[config.mk]
export PLATFORM = sky130hd
export DESIGN_NAME = fraction_add_multiply_reduce_unit
export DESIGN_NICKNAME = d
export VERILOG_FILES = /design/src/sv/famr_pkg.sv /design/src/sv/famr_ctrl.sv /design/src/sv/famr_dp.sv /design/src/sv/fraction_add_multiply_reduce_unit.sv
export VERILOG_INCLUDE_DIRS = /design/src /design/src/sv
export SDC_FILE = /design/constraint.sdc
export NUM_CORES = 2
export LEC_CHECK = 0
export ABC_AREA = 1
export BUFFER_PORTS_ARGS = -buffer_cell sky130_fd_sc_hd__buf_2
export CAP_MARGIN = 15
export CORE_MARGIN = 2
export CORE_UTILIZATION = 40
export CTS_CLUSTER_DIAMETER = 150
export DETAILED_ROUTE_END_ITERATION = 7
export GPL_TIMING_DRIVEN = 0
export PLACE_DENSITY = 0.59
export SYNTH_ARGS = -nofsm -noshare
export SYNTH_HDL_FRONTEND = slang
export SYNTH_HIERARCHICAL = 1
export SYNTH_SLANG_ARGS = --single-unit
[constraint.sdc]
create_clock -name clk -period 12 [get_ports clk]
set_input_delay 1.8 -clock clk [delete_from_list [all_inputs] [get_ports clk]]
set_output_delay 1.8 -clock clk [all_outputs]
set_load 0.01 [all_outputs]
[src/sv/fraction_add_multiply_reduce_unit_defines.svh]
// Assertion macros shared by the fraction unit modules.
// Needs no other file.
`ifndef FRACTION_ADD_MULTIPLY_REDUCE_UNIT_DEFINES_SVH
`define FRACTION_ADD_MULTIPLY_REDUCE_UNIT_DEFINES_SVH

// Checks that a condition implies a consequence at the same edge.
`define FAMR_ASSERT_IMP(label, clk, rst, cond, cons) \
  label: assert property (@(posedge clk) disable iff (rst) (cond) |-> (cons)) \
    else $error("assertion failed");

// Checks that a condition implies a consequence at the next edge.
`define FAMR_ASSERT_NEXT(label, clk, rst, cond, cons) \
  label: assert property (@(posedge clk) disable iff (rst) (cond) |=> (cons)) \
    else $error("assertion failed");

`endif

[src/sv/famr_pkg.sv]
// Package for the fraction unit: opcodes and controller command/status types.
// Needs no other file.
package famr_pkg;

  localparam logic [1:0] OP_ADD = 2'd0;
  localparam logic [1:0] OP_MUL = 2'd1;
  localparam logic [1:0] OP_CMP = 2'd2;

  typedef struct packed {
    logic load;      // capture operands
    logic products;  // register the three products
    logic combine;   // form numerator and denominator
    logic gcd_step;  // one subtract/shift step of the GCD
    logic div_init;  // set up the divisions by the GCD
    logic div_step;  // one restoring division step on both quotients
    logic finish;    // present the result
  } famr_cmd_t;

  typedef struct packed {
    logic reduce;    // numerator and denominator both positive, no error, add or multiply
    logic gcd_done;
    logic div_done;
  } famr_sts_t;

endpackage

[src/sv/famr_ctrl.sv]
// Controller state machine for the fraction unit.
// Depends on famr_pkg.
`include "fraction_add_multiply_reduce_unit_defines.svh"
module famr_ctrl import famr_pkg::*; (
  input  logic      clk,
  input  logic      rst,
  input  logic      start,
  input  famr_sts_t sts,
  output famr_cmd_t cmd,
  output logic      busy
);

  localparam logic [2:0] S_IDLE = 3'd0;
  localparam logic [2:0] S_PROD = 3'd1;
  localparam logic [2:0] S_COMB = 3'd2;
  localparam logic [2:0] S_TEST = 3'd3;
  localparam logic [2:0] S_GCD  = 3'd4;
  localparam logic [2:0] S_DIV  = 3'd5;
  localparam logic [2:0] S_DONE = 3'd6;

  logic [2:0] state, state_next;

  always_ff @(posedge clk) begin
    if (rst) begin
      state <= S_IDLE;
    end else begin
      state <= state_next;
    end
  end

  always_comb begin
    state_next = state;
    cmd = '0;
    case (state)
      S_IDLE: begin
        if (start) begin
          cmd.load = 1'b1;
          state_next = S_PROD;
        end
      end
      S_PROD: begin
        cmd.products = 1'b1;
        state_next = S_COMB;
      end
      S_COMB: begin
        cmd.combine = 1'b1;
        state_next = S_TEST;
      end
      S_TEST: begin
        state_next = sts.reduce ? S_GCD : S_DONE;
      end
      S_GCD: begin
        if (sts.gcd_done) begin
          cmd.div_init = 1'b1;
          state_next = S_DIV;
        end else begin
          cmd.gcd_step = 1'b1;
        end
      end
      S_DIV: begin
        if (sts.div_done) begin
          state_next = S_DONE;
        end else begin
          cmd.div_step = 1'b1;
        end
      end
      S_DONE: begin
        cmd.finish = 1'b1;
        state_next = S_IDLE;
      end
      default: state_next = S_IDLE;
    endcase
  end

  assign busy = (state != S_IDLE);

  `FAMR_ASSERT_NEXT(a_start_busy, clk, rst, start && !busy, busy)
  `FAMR_ASSERT_IMP(a_finish_once, clk, rst, cmd.finish, state == S_DONE)
  `FAMR_ASSERT_NEXT(a_done_idle, clk, rst, state == S_DONE, !busy)

endmodule

[src/sv/famr_dp.sv]
// Datapath for the fraction unit: products, binary GCD, and two
// restoring divisions by the GCD. Depends on famr_pkg.
`include "fraction_add_multiply_reduce_unit_defines.svh"
module famr_dp import famr_pkg::*; (
  input  logic               clk,
  input  logic               rst,
  input  famr_cmd_t          cmd,
  input  logic [1:0]         opcode,
  input  logic signed [15:0] a_num,
  input  logic signed [15:0] a_den,
  input  logic signed [15:0] b_num,
  input  logic signed [15:0] b_den,
  output famr_sts_t          sts,
  output logic signed [31:0] res_num,
  output logic signed [31:0] res_den,
  output logic               is_equal,
  output logic               div_error,
  output logic               done
);

  logic [1:0]         op;
  logic signed [15:0] an, ad, bn, bd;
  logic signed [31:0] p0, p1, p2;
  logic [31:0]        num, den;
  logic               err;
  logic [31:0]        gx, gy;
  logic [4:0]         gk;
  logic [31:0]        g;
  logic [31:0]        qn, qd;
  logic [31:0]        rn, rd;
  logic [5:0]         dcnt;
  logic [32:0]        tn, td;
  logic [31:0]        gsmall, gbig;

  assign sts.reduce   = num >= 32'd1 && !num[31] && den >= 32'd1 && !den[31]
                        && !err && (op == OP_ADD || op == OP_MUL);
  assign sts.gcd_done = (gx == '0) || (gy == '0);
  assign sts.div_done = (dcnt == 6'd32);

  assign gsmall = (gx < gy) ? gx : gy;
  assign gbig   = (gx < gy) ? gy : gx;
  assign tn = {rn, qn[31]} - {1'b0, g};
  assign td = {rd, qd[31]} - {1'b0, g};

  always_ff @(posedge clk) begin
    if (cmd.load) begin
      op <= opcode;
      an <= a_num;
      ad <= a_den;
      bn <= b_num;
      bd <= b_den;
    end
    if (cmd.products) begin
      // Add needs an*bd + bn*ad; multiply needs an*bn.
      p0 <= (op == OP_ADD) ? an * bd : an * bn;
      p1 <= bn * ad;
      p2 <= ad * bd;
    end
    if (cmd.combine) begin
      err <= (op == OP_ADD) && (ad == '0 || bd == '0);
      num <= (op == OP_ADD) ? 32'(p0 + p1) : 32'(p0);
      den <= 32'(p2);
      gk  <= '0;
    end
    if (cmd.combine) begin
      gx <= (op == OP_ADD) ? 32'(p0 + p1) : 32'(p0);
      gy <= 32'(p2);
    end
    // Binary GCD: strip common twos, then subtract the smaller odd value.
    if (cmd.gcd_step) begin
      if (!gx[0] && !gy[0]) begin
        gx <= gx >> 1;
        gy <= gy >> 1;
        gk <= gk + 5'd1;
      end else if (!gx[0]) begin
        gx <= gx >> 1;
      end else if (!gy[0]) begin
        gy <= gy >> 1;
      end else begin
        gx <= gsmall;
        gy <= gbig - gsmall;
      end
    end
    if (cmd.div_init) begin
      g    <= (gx | gy) << gk;
      qn   <= num;
      qd   <= den;
      rn   <= '0;
      rd   <= '0;
      dcnt <= '0;
    end
    if (cmd.div_step) begin
      if (!tn[32]) begin
        rn <= tn[31:0];
        qn <= {qn[30:0], 1'b1};
      end else begin
        rn <= {rn[30:0], qn[31]};
        qn <= {qn[30:0], 1'b0};
      end
      if (!td[32]) begin
        rd <= td[31:0];
        qd <= {qd[30:0], 1'b1};
      end else begin
        rd <= {rd[30:0], qd[31]};
        qd <= {qd[30:0], 1'b0};
      end
      dcnt <= dcnt + 6'd1;
    end
  end

  always_ff @(posedge clk) begin
    if (rst) begin
      done <= 1'b0;
    end else begin
      done <= cmd.finish;
    end
  end

  always_ff @(posedge clk) begin
    if (cmd.finish) begin
      is_equal  <= (op == OP_CMP) && an == bn && ad == bd;
      div_error <= err && (op == OP_ADD);
      if ((op == OP_ADD && !err) || op == OP_MUL) begin
        res_num <= sts.reduce ? qn : num;
        res_den <= sts.reduce ? qd : den;
      end else begin
        res_num <= '0;
        res_den <= '0;
      end
    end
  end

  `FAMR_ASSERT_IMP(a_div_bounded, clk, rst, cmd.div_step, dcnt < 6'd32)
  `FAMR_ASSERT_NEXT(a_gcd_nonzero, clk, rst, cmd.div_init, g != '0)
  `FAMR_ASSERT_NEXT(a_finish_done, clk, rst, cmd.finish, done)

endmodule

[src/sv/fraction_add_multiply_reduce_unit.sv]
// Top level of the fraction add / multiply / compare unit.
// Depends on famr_pkg, famr_ctrl and famr_dp.
//
//   channel   | handshake          | ports
//   ----------+--------------------+--------------------------------------
//   command   | start, busy        | opcode, a_num, a_den, b_num, b_den
//   result    | done (one cycle)   | res_num, res_den, is_equal, div_error
//
// A transaction is taken when start is high and busy is low. Compare, error
// and unreduced results skip the reduction. Reduced results add the binary
// GCD loop, a setup step and the two restoring dividers, which run side by
// side on numerator and denominator. Synchronous reset returns the
// controller to idle.
// The result strobe lasts one cycle and cannot be stalled.
module fraction_add_multiply_reduce_unit import famr_pkg::*; (
  input  logic               clk,
  input  logic               rst,
  input  logic               start,
  output logic               busy,
  input  logic [1:0]         opcode,
  input  logic signed [15:0] a_num,
  input  logic signed [15:0] a_den,
  input  logic signed [15:0] b_num,
  input  logic signed [15:0] b_den,
  output logic               done,
  output logic signed [31:0] res_num,
  output logic signed [31:0] res_den,
  output logic               is_equal,
  output logic               div_error
);

  famr_cmd_t cmd;
  famr_sts_t sts;

  famr_ctrl u_ctrl (
    .clk(clk), .rst(rst), .start(start), .sts(sts), .cmd(cmd), .busy(busy)
  );

  famr_dp u_dp (
    .clk(clk), .rst(rst), .cmd(cmd), .opcode(opcode),
    .a_num(a_num), .a_den(a_den), .b_num(b_num), .b_den(b_den),
    .sts(sts), .res_num(res_num), .res_den(res_den),
    .is_equal(is_equal), .div_error(div_error), .done(done)
  );

endmodule

# Yosys cells after proc, flatten, opt, wreduce, memory -nomap -nowiden
# Index checks and enable logic that the tools add are counted.
[classes]
n_div = 0
reduce_logical = 29
mux = 47
shift = 1
n_mul = 4
bitwise_logic = 1
magnitude_cmp = 3
n_eq_ne = 14
addsub = 6
[op_table]
columns = ["cell", "count"]
rows = [
  ["$mux 32", 25],
  ["$mul 16x16->32", 4],
  ["$sub 33x32->33", 2],
  ["$ge 32x1->1 const B", 2],
  ["$logic_not 32->1", 2],
  ["$add 32x32->32", 1],
  ["$eq 16x16->1", 2],
  ["$logic_not 16->1", 2],
  ["$lt 32x32->1", 1],
  ["$or 32x32->32", 1],
  ["$shl 32x5->32", 1],
  ["$sub 32x32->32", 1],
  ["$pmux 3 s6", 1],
  ["$mux 5", 3],
  ["$mux 6", 2],
  ["$logic_and 1x1->1", 11],
  ["$mux 1", 11],
  ["$eq 3x3->1 const B", 3],
  ["$mux 3", 3],
  ["$add 6x1->6 const B", 1],
  ["$eq 3x2->1 const B", 2],
  ["$eq 6x6->1 const B", 1],
  ["$ne 2x2->1 const B", 3],
  ["$add 5x1->5 const B", 1],
  ["other kinds (11)", 19],
]
[word_totals]
mem_bits_ro = 0
output_inout_bits = 68
latch_bits = 0
ram_bits = 0
word_cells = 131
register_bits = 532
inputBits = 69
mem_count = 0

# Logic depth before layout (Yosys ltp)
[depth]
ltp_word = 8
mapped_depth = 32
mapped_depth_nobuf = 31

# By module
# The synthesis kept the hierarchy.
[by_module_without_submodules]
columns = ["module", "cells_per_inst", "instances", "area_each_um2", "seq_area_each_um2"]
rows = [
  ["famr_dp", 8663, 1, 71337.2, 15184.6],
  ["famr_ctrl", 35, 1, 197.7, 60.1],
]

# Least setup slack after synthesis
# No wires, ideal clock.
[synth_timing]
kind = "register to register"
startpoint = "register u_ctrl.state[0]"
endpoint = "register u_dp.p0[0] (enable)"
path_slack_ns = 4.406
t_arrival_ns = 6.925
stages_incl_launch_ff = 3
setup_time_ns = 0.669
path_buffers = 0
required_ns = 11.331
synth_period_minus_slack_ns = 7.594
cell_sequence = "dfxtp_1 -> inv_2 -> nor3_1"
[synth_rtl]
columns = ["element", "line_no", "source"]
rows = [
  ["from (decl)", "famr_ctrl.sv:21", "logic [2:0] state, state_next;"],
  ["from (signal assigned)", "famr_ctrl.sv:27", "state <= state_next;"],
  ["to (signal assigned)", "famr_dp.sv:55", "p0 <= (op == OP_ADD) ? an * bd : an * bn;"],
  ["to (decl)", "famr_dp.sv:23", "logic signed [31:0] p0, p1, p2;"],
]

# Final worst setup path
[layout_timing]
startpoint = "register u_dp.bd[4]"
endpoint = "register u_dp.p2[31], data pin"
[layout_via]
elab_chain_len = 1
[layout_rtl]
columns = ["element", "line_no", "source"]
rows = [
  ["from (decl)", "famr_dp.sv:22", "logic signed [15:0] an, ad, bn, bd;"],
  ["from (signal assigned)", "famr_dp.sv:51", "bd <= b_den;"],
  ["$mul 16x16->32", "famr_dp.sv:57", "p2 <= ad * bd;"],
  ["to (signal assigned)", "famr_dp.sv:57", ""],
  ["to (decl)", "famr_dp.sv:23", ""],
]
# No other way between the ends.
# A chain may end at the register's enable or synchronous reset.

==> run_results.csv <==
group,metric,value,unit
setup_path,end_kind,"flop",
sta,hold_violations,0,
synth,synth_cells,8698,
floorplanning,coreArea,0.178,mm^2
clocking,cts-buffers-inserted,66,
layout,layout.nets,10600,
clocking,htreeDepth,3,
sta,rsz0062_at_grt,"no",
synth,synth_top_area_cell,"fa_1",
setup_path,crit_arrival,8.90,ns
synth,synth_compound_area_share,8.29,%
drt,vias,59900,
floorplanning,boundaryPins,137,
global_route,grt_use_total,28.1,%
floorplanning,start_util,40.2,%
synth,ys_top_cells_by_area,"fa_1 (29%), edfxtp_1 (19%), inv_1 (11%)",
synth,synth.distinct_cells,66,
sta,period_share,71.3,%
clocking,clock-sinks,532,
layout,drive_gt1_share,4.06,%
synth,synth.avg_cell_area,8.22,um^2
drt,drtIter0Drc,5936,
drt,wl_per_cell,22.6,um
status,outcome,"completed",
clocking,clk_pin_slew,0.05,ns
layout,fillers,17900,
drt,first_pass_iters,6,
floorplanning,row_count,155,
drt,remaining_drc_errors,0,
synth,synth.cell_area,0.0715,mm^2
hold_path,hold_path_class,"flop to flop",
synth,synthAdderAreaFrac,38.5,%
global_route,grt_start_max_net_pins,64,
synth,synth_top_family_by_area,"adder cells",
synth,synth-simple-area-share,16.0,%
flow_run,maxCapViolCount,0,
clocking,clk_path_buf_depth,3,
place,dp_hpwl,212,mm
synth,synth_edf_count,459,
global_route,grt_pass1_vias,59400,
sta,report.final.slew_viol_count,0,
drt,drt-total-wl,256,mm
synth,synth-xor-area-share,2.42,%
synth,ys_async_sr_fraction,0,%
layout,final_common_cell,"inv_1",
synth,synthMuxAreaShare,0.395,%
clocking,clk-insertion-delay-late,0.68,ns
layout,fin_util,43.7,%
synth,yosysTopAreaCellShare,29.4,%
global_route,antenna_found_initial,11,
synth,yosysSeqAreaShare,21.3,%
global_route,grt_pass1_wl,376,mm
synth,synthesis.nets,10300,
floorplanning,die_x,427,um
setup_path,required,12.35,ns
floorplanning,dieArea,0.182,mm^2
setup_path,path_max_fanout,10,
setup_path,critPathKind,"flop to flop",
sta,worst_clock_skew,0.0441,ns
synth,synth_seq_cells,532,
layout,area_delta_synth_final,8.83,%
sta,worst_pin_slew,1.34,ns
sta,relSlewSlack,10.4,%
place,place.gp.congestion,1.02,
drt,detail-route-antenna-nets,0,
clocking,clock-root-buffer,"clkbuf_16",
clocking,postCtsHoldBufs,0,
setup_path,critPathLaunchType,"flop",
place,io_buffers,136,
layout,final_cell_mix,"inv_1 (2,120), nand2_1 (1,990), fa_1 (1,051), ha_1 (521), edfxtp_1 (459)",
clocking,tritoncts,"yes",
global_route,gr-total-overflow,0,
setup_path,rrSetupSlack,3.45,ns
sta,fmax,0.117,GHz
floorplanning,fp.dieH,427,um
drt,via_per_inst,5.28,
clocking,postCtsSetupBuffers,0,
synth,ys_warn_count,6,
clocking,cts_resized,0,
sta,layout_min_cycle_time,8.55,ns
synth,synth_top_flop_cell,"edfxtp_1",
sta,setup_tns,0,ns
sta,finalSetupViolCount,0,
kinds of logic after synthesis:
| kind of cell | count (synthesis) |
|---|---|
| adders and majority gates | 1572 |
| muxes | 28 |
| xor gates and xnor gates | 198 |
| and+or+nand+nor | 2843 |
| AOI/OAI and AO/OA | 1059 |
| buffers and inverters | 2466 |
| DFF | 532 |
state kept, by name, indices dropped and copies added, names as in the netlist, 16 cells and up:
| register | flops |
|---|---|
| u_dp/bd | 16 |
| u_dp/an | 16 |
| u_dp/res_num | 32 |
| u_dp/rd | 32 |
| u_dp/res_den | 32 |
| u_dp/gy | 32 |
| u_dp/p0 | 32 |
| u_dp/den | 32 |
| u_dp/qd | 32 |
| u_dp/g | 32 |
| u_dp/p2 | 32 |
| u_dp/qn | 32 |
| u_dp/gx | 32 |
| u_dp/bn | 16 |
| u_dp/num | 32 |
| u_dp/rn | 32 |
| u_dp/ad | 16 |
| u_dp/p1 | 32 |
synthesized netlist by cell type, types with 18 or more instances:
cell type	count
a211oi_1	36
ha_1	521
a31oi_1	18
nand3_1	174
dfxtp_1	73
nand2_1	1990
nor4_1	52
nand4_1	65
xor2_1	113
fa_1	1051
a21oi_1	402
inv_1	2120
or2_2	25
xnor2_1	85
o21ai_0	390
clkbuf_1	291
edfxtp_1	459
a221oi_1	21
mux2i_1	26
nor3_1	27
o21ai_1	35
o211ai_1	38
nor2_1	459
final timing paths:
check	start	cells after the start	endpoint
worst min register to register	u_dp/gy[25]	2	u_dp/gy[24]
worst max-delay path	u_dp/bd[4]	22	u_dp/p2[31]
worst min-delay path	u_dp/gy[25]	2	u_dp/gy[24]
worst max register to register	u_dp/bd[4]	22	u_dp/p2[31]
layout make-up:
cell class / instances / area, um^2 / share of cell area [%]
multi-input combinational: 5700 / 47000 / 60.4
sequential: 532 / 15200 / 19.6
inverter: 2138 / 8030 / 10.3
tap: 2355 / 2950 / 3.78
clock buffer: 80 / 1720 / 2.21
buffer: 328 / 1310 / 1.68
timing repair buffer: 171 / 1200 / 1.55
clock inverter: 34 / 388 / 0.498
antenna: 6 / 15.0 / 0.0193
through the flow:
step | setup slack [ns] | hold slack [ns] | instance area (um^2) | std cells
4_1_cts | 3.64 | 0.500 | 77800 | 11300
3_3_place_gp | 1.01 | 0.485 | 75200 | 11200
6_report | 3.45 | 0.499 | 77800 | 11300
5_1_grt | 3.20 | 0.542 | 77800 | 11300
3_5_place_dp | 3.67 | 0.492 | 75700 | 11200
2_1_floorplan | 4.41 | 0.421 | 71500 | 8698
worst max-delay path, cell delays in order, from the launching register on:
cell       delay [ns]
edfxtp_1         0.92
clkbuf_1         0.85
nand2_1          0.35
fa_1             0.61
inv_1            0.07
fa_1             0.57
inv_1            0.20
fa_1             0.45
fa_1             0.54
inv_1            0.05
fa_1             0.54
inv_1            0.05
fa_1             0.47
inv_1            0.04
ha_1             0.34
a21oi_1          0.27
o21ai_0          0.14
a2111oi_0        0.47
o31ai_1          0.29
a21oi_1          0.20
nor2_1           0.05
nor2_1           0.16
xor2_1           0.58
layer usage:
metal	routed length [um]	vias to the layer above	track usage, %
li1	-	27100	-
met1	95400	29400	34.4
met2	116000	2800	44.4
met3	23400	606	6.03
met4	21100	6	18.9
met5	45	-	0
Power is left out: the tool's default activity adds up to more than one toggle a clock period on the data nets, which glitch-free logic cannot reach.
